## config.mk

```make
export PLATFORM = sky130hd
export DESIGN_NAME = gsr_autorange_settling_hold_unit
export DESIGN_NICKNAME = d
export VERILOG_FILES = /design/src/design/gsr_pkg.sv /design/src/design/gsr_autorange_settling_hold_unit.sv /design/src/design/gsr_div.sv /design/src/design/gsr_step.sv
export SDC_FILE = /design/constraint.sdc
export NUM_CORES = 1
export LEC_CHECK = 0
export BUFFER_PORTS_ARGS = -buffer_cell sky130_fd_sc_hd__buf_2
export CORE_MARGIN = 1.5
export CORE_UTILIZATION = 45
export DETAILED_ROUTE_END_ITERATION = 10
export SYNTH_ARGS = -nofsm -noshare
export SYNTH_HDL_FRONTEND = slang
export SYNTH_SLANG_ARGS = --single-unit
export TNS_END_PERCENT = 30
```

## constraint.sdc

```tcl
create_clock -name clk -period 9.5 [get_ports clk]
set_clock_uncertainty 0.2 [all_clocks]
set_input_delay 1.425 -clock clk [delete_from_list [all_inputs] [get_ports clk]]
set_output_delay 1.425 -clock clk [all_outputs]
set_load 0.05 [all_outputs]
```

## src/design/gsr_pkg.sv

```systemverilog
// shared types, constants and helper functions of the autoranging unit
`timescale 1ns / 1ps
`default_nettype none

package gsr_pkg;

    localparam int unsigned SAMPLE_W = 12;
    localparam int unsigned RANGE_W  = 2;
    localparam int unsigned MODE_W   = 3;
    localparam int unsigned PERIOD_W = 16;
    localparam int unsigned CFG_IDX_W = 2;

    // configuration register indexes
    localparam logic [CFG_IDX_W-1:0] CFG_RANGE_MODE   = 2'd0;
    localparam logic [CFG_IDX_W-1:0] CFG_SAMPLE_PERIOD = 2'd1;
    localparam logic [CFG_IDX_W-1:0] CFG_PINS_SWAPPED = 2'd2;

    localparam logic [MODE_W-1:0]   MODE_AUTO     = 3'd4;
    localparam logic [MODE_W-1:0]   MODE_FIXED_HI = 3'd3;
    localparam logic [PERIOD_W-1:0] PeriodReset   = 16'd320;

    // range codes
    localparam logic [RANGE_W-1:0] RANGE_40K  = 2'd0;
    localparam logic [RANGE_W-1:0] RANGE_287K = 2'd1;
    localparam logic [RANGE_W-1:0] RANGE_1M   = 2'd2;
    localparam logic [RANGE_W-1:0] RANGE_3M3  = 2'd3;

    // hysteresis thresholds
    localparam logic [SAMPLE_W-1:0] TH_40K_DOWN  = 12'd1120;
    localparam logic [SAMPLE_W-1:0] TH_287K_UP   = 12'd3960;
    localparam logic [SAMPLE_W-1:0] TH_287K_DOWN = 12'd1490;
    localparam logic [SAMPLE_W-1:0] TH_1M_UP     = 12'd3700;
    localparam logic [SAMPLE_W-1:0] TH_1M_DOWN   = 12'd1630;
    localparam logic [SAMPLE_W-1:0] TH_3M3_UP    = 12'd3930;

    typedef struct packed {
        logic [RANGE_W-1:0]  active;
        logic [RANGE_W-1:0]  prev_seen;
        logic [RANGE_W-1:0]  held;
        logic [SAMPLE_W-1:0] hold_rem;
        logic [SAMPLE_W-1:0] last_out;
    } gsr_state_t;

    typedef struct packed {
        logic [SAMPLE_W-1:0] sample;
        logic [RANGE_W-1:0]  code;
        logic                a0;
        logic                a1;
        logic                settling;
    } gsr_result_t;

    typedef struct packed {
        logic                busy;
        logic                done;
        logic [SAMPLE_W-1:0] quotient;
    } gsr_div_status_t;

    // hysteresis decision for the next resistor
    function automatic logic [RANGE_W-1:0] next_range(
        input logic [RANGE_W-1:0]  r,
        input logic [SAMPLE_W-1:0] v
    );
        logic [RANGE_W-1:0] n;
        n = r;
        unique case (r)
            RANGE_40K:
            begin
                if (v < TH_40K_DOWN) n = RANGE_287K;
            end
            RANGE_287K:
            begin
                if (v < TH_287K_DOWN)    n = RANGE_1M;
                else if (v > TH_287K_UP) n = RANGE_40K;
            end
            RANGE_1M:
            begin
                if (v < TH_1M_DOWN)    n = RANGE_3M3;
                else if (v > TH_1M_UP) n = RANGE_287K;
            end
            default:
            begin
                if (v > TH_3M3_UP) n = RANGE_1M;
            end
        endcase
        return n;
    endfunction

    // mux address pins {a1, a0} for a range code
    function automatic logic [1:0] select_pins(
        input logic [RANGE_W-1:0] r,
        input logic               swapped
    );
        logic [1:0] p;
        unique case (r)
            RANGE_40K:  p = 2'b00;
            RANGE_287K: p = swapped ? 2'b10 : 2'b01;
            RANGE_1M:   p = swapped ? 2'b01 : 2'b10;
            default:    p = 2'b11;
        endcase
        return p;
    endfunction

endpackage

`default_nettype wire

```

## src/design/gsr_autorange_settling_hold_unit.sv

```systemverilog
// top level of the skin-conductance autoranging unit with settling hold
`timescale 1ns / 1ps
`default_nettype none

// Takes one 12-bit converter word per cycle and returns one word per input
// through an input register, then a result register. In automatic
// mode (range_mode 4) the unit picks one of four feedback resistors with
// fixed hysteresis thresholds; after a resistor change it repeats the last
// output for floor(SETTLE_TICKS / sample_period_ticks) words with the old
// range code and settling set. The first STARTUP_IGNORE words after reset or
// any register write are held as well. Any register write restarts the
// state. Writing sample_period_ticks starts a bit-serial divider that runs
// one quotient bit per cycle; in_stall stays high while it runs.
// Otherwise the sustained rate is one word per cycle, limited only by
// out_stall.

module gsr_autorange_settling_hold_unit #(
    parameter int unsigned SETTLE_TICKS   = 2621,
    parameter int unsigned STARTUP_IGNORE = 6
) (
    input  wire logic                           clk,
    input  wire logic                           rst_n,
    // input channel
    input  wire logic                           in_valid,
    output logic                                in_stall,
    input  wire logic [gsr_pkg::SAMPLE_W-1:0]   adc_sample,
    // output channel
    output logic                                out_valid,
    input  wire logic                           out_stall,
    output logic [gsr_pkg::SAMPLE_W-1:0]        out_sample,
    output logic [gsr_pkg::RANGE_W-1:0]         range_code,
    output logic                                select_pin_a0,
    output logic                                select_pin_a1,
    output logic                                settling,
    // configuration
    input  wire logic                           cfg_we,
    input  wire logic [gsr_pkg::CFG_IDX_W-1:0]  cfg_index,
    input  wire logic [gsr_pkg::PERIOD_W-1:0]   cfg_data
);

    localparam logic [gsr_pkg::SAMPLE_W-1:0] HOLD_RESET =
        gsr_pkg::SAMPLE_W'(SETTLE_TICKS / gsr_pkg::PeriodReset);
    localparam logic [gsr_pkg::SAMPLE_W-1:0] STARTUP_HOLD =
        gsr_pkg::SAMPLE_W'(STARTUP_IGNORE);

    // configuration registers
    logic [gsr_pkg::MODE_W-1:0]   mode_reg, mode_next;
    logic                         swap_reg, swap_next;
    logic [gsr_pkg::SAMPLE_W-1:0] hold_len_reg, hold_len_next;

    // ranging state
    gsr_pkg::gsr_state_t          state_reg, state_next, state_upd, state_init;

    // input stage
    logic                         s1_valid_reg, s1_valid_next;
    logic [gsr_pkg::SAMPLE_W-1:0] s1_sample_reg, s1_sample_next;

    // result stage
    logic                         out_valid_reg, out_valid_next;
    gsr_pkg::gsr_result_t         out_reg, out_next, step_result;

    // config decode
    logic                         cfg_hit;
    logic                         wr_mode;
    logic                         wr_period;
    logic                         wr_swap;

    // handshake
    logic                         in_accept;
    logic                         s1_move;
    logic                         auto_mode;

    gsr_pkg::gsr_div_status_t     div_status;

    always_comb
    begin
        wr_mode   = 1'b0;
        wr_period = 1'b0;
        wr_swap   = 1'b0;
        unique case (cfg_index)
            gsr_pkg::CFG_RANGE_MODE:    wr_mode   = cfg_we;
            gsr_pkg::CFG_SAMPLE_PERIOD: wr_period = cfg_we;
            gsr_pkg::CFG_PINS_SWAPPED:  wr_swap   = cfg_we;
            default:                    ;   // writes past the list are dropped
        endcase
        cfg_hit = wr_mode || wr_period || wr_swap;
    end

    // hold length comes from the divider after a period write
    gsr_div #(
        .DIVIDEND (SETTLE_TICKS)
    ) u_div (
        .clk     (clk),
        .rst_n   (rst_n),
        .start   (wr_period),
        .divisor (cfg_data),
        .status  (div_status)
    );

    assign auto_mode = (mode_reg == gsr_pkg::MODE_AUTO);

    gsr_step u_step (
        .auto_mode   (auto_mode),
        .swapped     (swap_reg),
        .hold_length (hold_len_reg),
        .sample      (s1_sample_reg),
        .state       (state_reg),
        .state_upd   (state_upd),
        .result      (step_result)
    );

    // pipeline handshake: the result register frees as it is taken
    assign s1_move   = s1_valid_reg && (!out_valid_reg || !out_stall);
    assign in_stall  = div_status.busy || (s1_valid_reg && !s1_move);
    assign in_accept = in_valid && !in_stall;

    always_comb
    begin
        mode_next     = wr_mode ? cfg_data[gsr_pkg::MODE_W-1:0] : mode_reg;
        swap_next     = wr_swap ? cfg_data[0] : swap_reg;
        hold_len_next = div_status.done ? div_status.quotient : hold_len_reg;

        // restart values follow the mode being written
        state_init.active    = (mode_next <= gsr_pkg::MODE_FIXED_HI) ?
                               mode_next[gsr_pkg::RANGE_W-1:0] : gsr_pkg::RANGE_40K;
        state_init.prev_seen = state_init.active;
        state_init.held      = gsr_pkg::RANGE_40K;
        state_init.hold_rem  = STARTUP_HOLD;
        state_init.last_out  = '0;

        if (cfg_hit)
            state_next = state_init;
        else if (s1_move)
            state_next = state_upd;
        else
            state_next = state_reg;

        s1_valid_next  = in_accept ? 1'b1 : (s1_move ? 1'b0 : s1_valid_reg);
        s1_sample_next = in_accept ? adc_sample : s1_sample_reg;

        out_valid_next = s1_move ? 1'b1 :
                         ((out_valid_reg && !out_stall) ? 1'b0 : out_valid_reg);
        out_next       = s1_move ? step_result : out_reg;
    end

    always_ff @(posedge clk or negedge rst_n)
    begin
        if (!rst_n)
        begin
            mode_reg            <= gsr_pkg::MODE_AUTO;
            swap_reg            <= 1'b0;
            hold_len_reg        <= HOLD_RESET;
            state_reg.active    <= gsr_pkg::RANGE_40K;
            state_reg.prev_seen <= gsr_pkg::RANGE_40K;
            state_reg.held      <= gsr_pkg::RANGE_40K;
            state_reg.hold_rem  <= STARTUP_HOLD;
            state_reg.last_out  <= '0;
            s1_valid_reg        <= 1'b0;
            out_valid_reg       <= 1'b0;
        end
        else
        begin
            mode_reg      <= mode_next;
            swap_reg      <= swap_next;
            hold_len_reg  <= hold_len_next;
            state_reg     <= state_next;
            s1_valid_reg  <= s1_valid_next;
            out_valid_reg <= out_valid_next;
        end
    end

    // payload registers
    always_ff @(posedge clk)
    begin
        s1_sample_reg <= s1_sample_next;
        out_reg       <= out_next;
    end

    assign out_valid     = out_valid_reg;
    assign out_sample    = out_reg.sample;
    assign range_code    = out_reg.code;
    assign select_pin_a0 = out_reg.a0;
    assign select_pin_a1 = out_reg.a1;
    assign settling      = out_reg.settling;

    // no word enters while the hold length is being worked out
    assert property (@(posedge clk) disable iff (!rst_n)
        div_status.busy |-> in_stall)
        else $error("word accepted during hold length division");

    // a period write always starts the divider
    assert property (@(posedge clk) disable iff (!rst_n)
        wr_period |=> div_status.busy)
        else $error("period write did not start the divider");

    // a held word in the input stage waits for the result register
    assert property (@(posedge clk) disable iff (!rst_n)
        (s1_valid_reg && !s1_move) |=> s1_valid_reg)
        else $error("input stage word lost while result stalled");

    // only automatic ranging ever repeats a held word
    assert property (@(posedge clk) disable iff (!rst_n)
        (s1_move && step_result.settling) |-> auto_mode)
        else $error("settling word produced in fixed mode");

endmodule

`default_nettype wire

```

## src/design/gsr_div.sv

```systemverilog
// bit-serial restoring divider for the hold length
`timescale 1ns / 1ps
`default_nettype none

module gsr_div #(
    parameter int unsigned DIVIDEND = 2621
) (
    input  wire logic                          clk,
    input  wire logic                          rst_n,
    input  wire logic                          start,
    input  wire logic [gsr_pkg::PERIOD_W-1:0]  divisor,
    output gsr_pkg::gsr_div_status_t           status
);

    localparam int unsigned QW = gsr_pkg::SAMPLE_W;
    localparam int unsigned CW = $clog2(QW);
    localparam logic [CW-1:0] LAST_STEP = CW'(QW - 1);

    logic                          busy_reg, busy_next;
    logic                          done_reg, done_next;
    logic [CW-1:0]                 cnt_reg, cnt_next;
    logic [QW-1:0]                 rem_reg, rem_next;
    logic [QW-1:0]                 quo_reg, quo_next;   // dividend shifts out, quotient in
    logic [gsr_pkg::PERIOD_W-1:0]  dvs_reg, dvs_next;
    logic [QW:0]                   trial;
    logic                          fits;

    assign trial = {rem_reg, quo_reg[QW-1]};
    assign fits  = {{(gsr_pkg::PERIOD_W-QW-1){1'b0}}, trial} >= dvs_reg;

    always_comb
    begin
        busy_next = busy_reg;
        done_next = 1'b0;
        cnt_next  = cnt_reg;
        rem_next  = rem_reg;
        quo_next  = quo_reg;
        dvs_next  = dvs_reg;
        if (start)
        begin
            busy_next = 1'b1;
            cnt_next  = '0;
            rem_next  = '0;
            quo_next  = QW'(DIVIDEND);
            // zero period counts as one
            dvs_next  = (divisor == '0) ? gsr_pkg::PERIOD_W'(1) : divisor;
        end
        else if (busy_reg)
        begin
            rem_next = fits ? QW'(trial - (QW+1)'(dvs_reg)) : trial[QW-1:0];
            quo_next = {quo_reg[QW-2:0], fits};
            cnt_next = cnt_reg + CW'(1);
            if (cnt_reg == LAST_STEP)
            begin
                busy_next = 1'b0;
                done_next = 1'b1;
            end
        end
    end

    always_ff @(posedge clk or negedge rst_n)
    begin
        if (!rst_n)
        begin
            busy_reg <= 1'b0;
            done_reg <= 1'b0;
            cnt_reg  <= '0;
        end
        else
        begin
            busy_reg <= busy_next;
            done_reg <= done_next;
            cnt_reg  <= cnt_next;
        end
    end

    always_ff @(posedge clk)
    begin
        rem_reg <= rem_next;
        quo_reg <= quo_next;
        dvs_reg <= dvs_next;
    end

    assign status.busy     = busy_reg;
    assign status.done     = done_reg;
    assign status.quotient = quo_reg;

endmodule

`default_nettype wire

```

## src/design/gsr_step.sv

```systemverilog
// one-sample autoranging decision and settling hold update
`timescale 1ns / 1ps
`default_nettype none

module gsr_step (
    input  wire logic                          auto_mode,
    input  wire logic                          swapped,
    input  wire logic [gsr_pkg::SAMPLE_W-1:0]  hold_length,
    input  wire logic [gsr_pkg::SAMPLE_W-1:0]  sample,
    input  wire gsr_pkg::gsr_state_t           state,
    output gsr_pkg::gsr_state_t                state_upd,
    output gsr_pkg::gsr_result_t               result
);

    logic [gsr_pkg::SAMPLE_W-1:0] rem;
    logic [gsr_pkg::RANGE_W-1:0]  held;
    logic [1:0]                   pins;

    always_comb
    begin
        state_upd       = state;
        rem             = state.hold_rem;
        held            = state.held;
        result.sample   = sample;
        result.code     = state.active;
        result.settling = 1'b0;
        if (auto_mode)
        begin
            if (state.active != state.prev_seen)
            begin
                if ((state.hold_rem != '0) && (state.held == state.active))
                begin
                    rem = '0;   // back to the held range, drop the hold
                end
                else
                begin
                    rem  = hold_length;
                    held = state.prev_seen;
                end
            end
            state_upd.prev_seen = state.active;
            state_upd.held      = held;
            if (rem != '0)
            begin
                state_upd.hold_rem = rem - gsr_pkg::SAMPLE_W'(1);
                result.sample      = state.last_out;
                result.code        = held;
                result.settling    = 1'b1;
            end
            else
            begin
                state_upd.hold_rem = rem;
                state_upd.active   = gsr_pkg::next_range(state.active, sample);
            end
        end
        state_upd.last_out = result.sample;
        pins          = gsr_pkg::select_pins(state_upd.active, swapped);
        result.a0     = pins[0];
        result.a1     = pins[1];
    end

endmodule

`default_nettype wire

```

==> reports/metrics.csv <==
stage,metric,value,unit
layout,final_common_cell,nand2_1,
yosys,syn-cell-area,6310,um^2
timing,slew-limit-headroom,29.1,%
worst_setup_path,critPathRequiredTime,9.46,ns
pwr,seqPwrFrac,35.1,%
global_routing,grt_first_pass_wirelength,23.9,mm
die,die_h,121,um
place,io_buffers,53,
pwr,internal_power,1.46,mW
layout,largest_reg_flops,30,
detailed_routing,met1Wirelength,6.74,mm
layout,seq_area,3190,um^2
place,dp.cells,831,
yosys,ys_seq_elements,123,
pwr,power_density,314,nW/um^2
yosys,synthFlopType,dfrtp_1,
place,hpwl,9.67,mm
clock_network,clkSinkCount,123,
timing,final_max_slew_viol_count,0,
detailed_routing,vias,4860,
yosys,yosys-top-cells-area,"edfxtp_1 (21%), dfrtp_1 (20%), dfxtp_1 (7.6%)",
clock_network,cts-resized-gates,0,
worst_setup_path,crit_end,out_sample[6],
clock_network,clock_path_buffers,2,
layout,nFillCells,1292,
clock_network,clkTransAtPathRegs,0.06,ns
global_routing,overflow,0,
yosys,ys_types,69,
timing,setup_tns,0,ns
global_routing,grt_pass1_vias,4804,
detailed_routing,wl_met3,525,um
layout,layout_common_cells,"nand2_1 (70), buf_2 (53), dfrtp_1 (50)",
place,pre_cts_slack,5.12,ns
worst_setup_path,crit_path_start_kind,flop,
clock_network,hold_buffers,0,
global_routing,grt_max_degree,55,
global_routing,antenna_found_initial,0,
timing,finalSetupViolCount,0,
global_routing,grt_use_total,21.0,%
layout,diodes,0,
timing,tightest_slew,1.06,ns
worst_setup_path,cp-end-kind,flop,
worst_setup_path,rrSetupSlack,5.06,ns
detailed_routing,drt_drc_violations_left,0,
die,rows,43,
layout,fin_nets,721,
timing,max_freq,0.225,GHz
detailed_routing,maxUsedRoutingLayer,met4,
worst_setup_path,path_max_fanout,28,
pwr,total_power,2.29,mW
timing,post-route-period-util,46.8,%
pwr,peakVddDrop,0.000197,V
die,core_area,13800,um^2
yosys,synth_top_cell_area_share,21.4,%
detailed_routing,drt_iter0_drc,319,
yosys,async_flop_share,43.9,%
run,drv_cap,0,
clock_network,cts_max_level,4,
detailed_routing,wl_per_cell,16.5,um
yosys,seq_area_frac_synth,50.5,%
pwr,p_sw_share,36.3,%
yosys,syn_inst,640,
pwr,p_leak,3.14,nW
yosys,postSynthAreaPerCell,9.86,um^2
detailed_routing,drtPass1Iterations,5,
worst_setup_path,critPathArrivalTime,4.40,ns
clock_network,cts_tree,built,
timing,fin_crit,4.44,ns
worst_setup_path,reg2regPathDepth,11,
yosys,ys_warn_count,0,
worst_setup_path,r2r_start,state_reg[29],
layout,areaGrowthSynthToFinish,15.6,%
status,status,finished clean,
layout,final_cell_count_no_fill,863,
die,ioPinCount,54,
pwr,pwr-share-comb,33.9,%
worst_setup_path,path_class,flop to flop,
place,place_congestion,0.918,
clock_network,cts_made_buffers,17,
layout,multi_input_area,2830,um^2
clock_network,insertion_delay,0.42,ns
yosys,synth_nets,691,
timing,worst_slack,5.06,ns
die,fp.dieW,121,um
worst_setup_path,r2r-end,out_sample[6],
worst_setup_path,critPathLaunch,state_reg[29],
clock_network,cts_setup_buffers,0,
yosys,yosys.area.top_type,edfxtp_1,
timing,finalHoldViolations,0,
timing,rsz0062_at_grt,false,
min_path,hold_path_class,flop to flop,
pwr,power_frac_clock,31.0,%
detailed_routing,viasPerCell,5.63,
detailed_routing,ant_nets,0,
die,dieArea,14700,um^2
detailed_routing,wl_met2,6.68,mm
die,initial_core_util,45.8,%
layout,drive_gt1_share,17.0,%
clock_network,cts_root_buf,clkbuf_16,
detailed_routing,totalWireLength,14.2,mm
yosys,synth_enable_flop_cells,45,
pwr,p_sw,0.833,mW
-- layout make-up --
cell class | count | area share, %
well taps | 180 | 3.09
clock buffers | 17 | 5.83
inverters | 25 | 1.29
clock inverters | 15 | 3.02
repair buffers | 59 | 4.25
flip-flops and latches | 123 | 43.7
multi-input cells | 444 | 38.8
-- routing by layer --
layer	up-vias	track usage, %
met1	2354	27.9
met3	20	4.65
li1	2379	-
met5	-	0
met2	107	33.3
met4	0	8.16
-- worst min path at each step --
stage | startpoint | to | slack (ns) | cells past startpoint
2_1_floorplan | u_div.rem_reg[11] | u_div.rem_reg[11] | 0.25 | 2
3_3_place_gp | u_div.rem_reg[11] | u_div.rem_reg[11] | 0.27 | 2
3_5_place_dp | u_div.quo_reg[8] | hold_len_reg[8] | 0.28 | 2
4_1_cts | u_div.quo_reg[8] | hold_len_reg[8] | 0.29 | 2
5_1_grt | u_div.rem_reg[9] | u_div.rem_reg[9] | 0.32 | 2
6_report | u_div.rem_reg[11] | u_div.rem_reg[11] | 0.29 | 2
-- worst max-delay path, stage by stage, from the launching register on --
cell and delay [ns]:
dfrtp_1 0.52, xnor2_1 0.33, and2_1 0.70, a21oi_2 0.30
a22oi_1 0.32, ha_1 0.20, o21ai_0 0.10, a21o_1 0.29
o21ai_4 0.59, inv_2 0.35, nand2_1 0.14, o21ai_0 0.09
-- synthesized netlist by cell type (21+ instances only) --
master / instances
dfrtp_1: 50
inv_1: 23
nor2_1: 44
o21ai_0: 41
dfxtp_1: 24
edfxtp_1: 45
a21oi_1: 48
mux2i_1: 26
clkbuf_1: 34
nand2_1: 70
nand3_1: 21
-- stage by stage --
stage | util (%) | cell area (um^2) | hold WS, ns
final | 53.0 | 7290 | 0.294
after global routing | 53.0 | 7290 | 0.321
after floorplan | - | 6310 | 0.250
after CTS | 53.0 | 7290 | 0.292
after detailed placement | 48.3 | 6650 | 0.279
after global placement | 48.3 | 6650 | 0.266
-- cells by family after synthesis --
| group | share of synthesized area, % |
|---|---|
| AOI/OAI and AO/OA | 17.1 |
| xor gates and xnor gates | 2.08 |
| adders and majority gates | 3.29 |
| buffers and inverters | 4.68 |
| DFF | 50.5 |
| muxes | 6.80 |
| and+or+nand+nor | 15.5 |
-- power by group through the flow --
stage	logic (mW)	registers [mW]	clock network, mW
floorplan	0.595	0.819	0
global placement	0.756	0.808	0
detailed placement	0.770	0.813	0
CTS	0.776	0.805	0.722
global route	0.870	0.824	0.744
finish	0.778	0.804	0.711
Power figures use the tool's default switching activity.
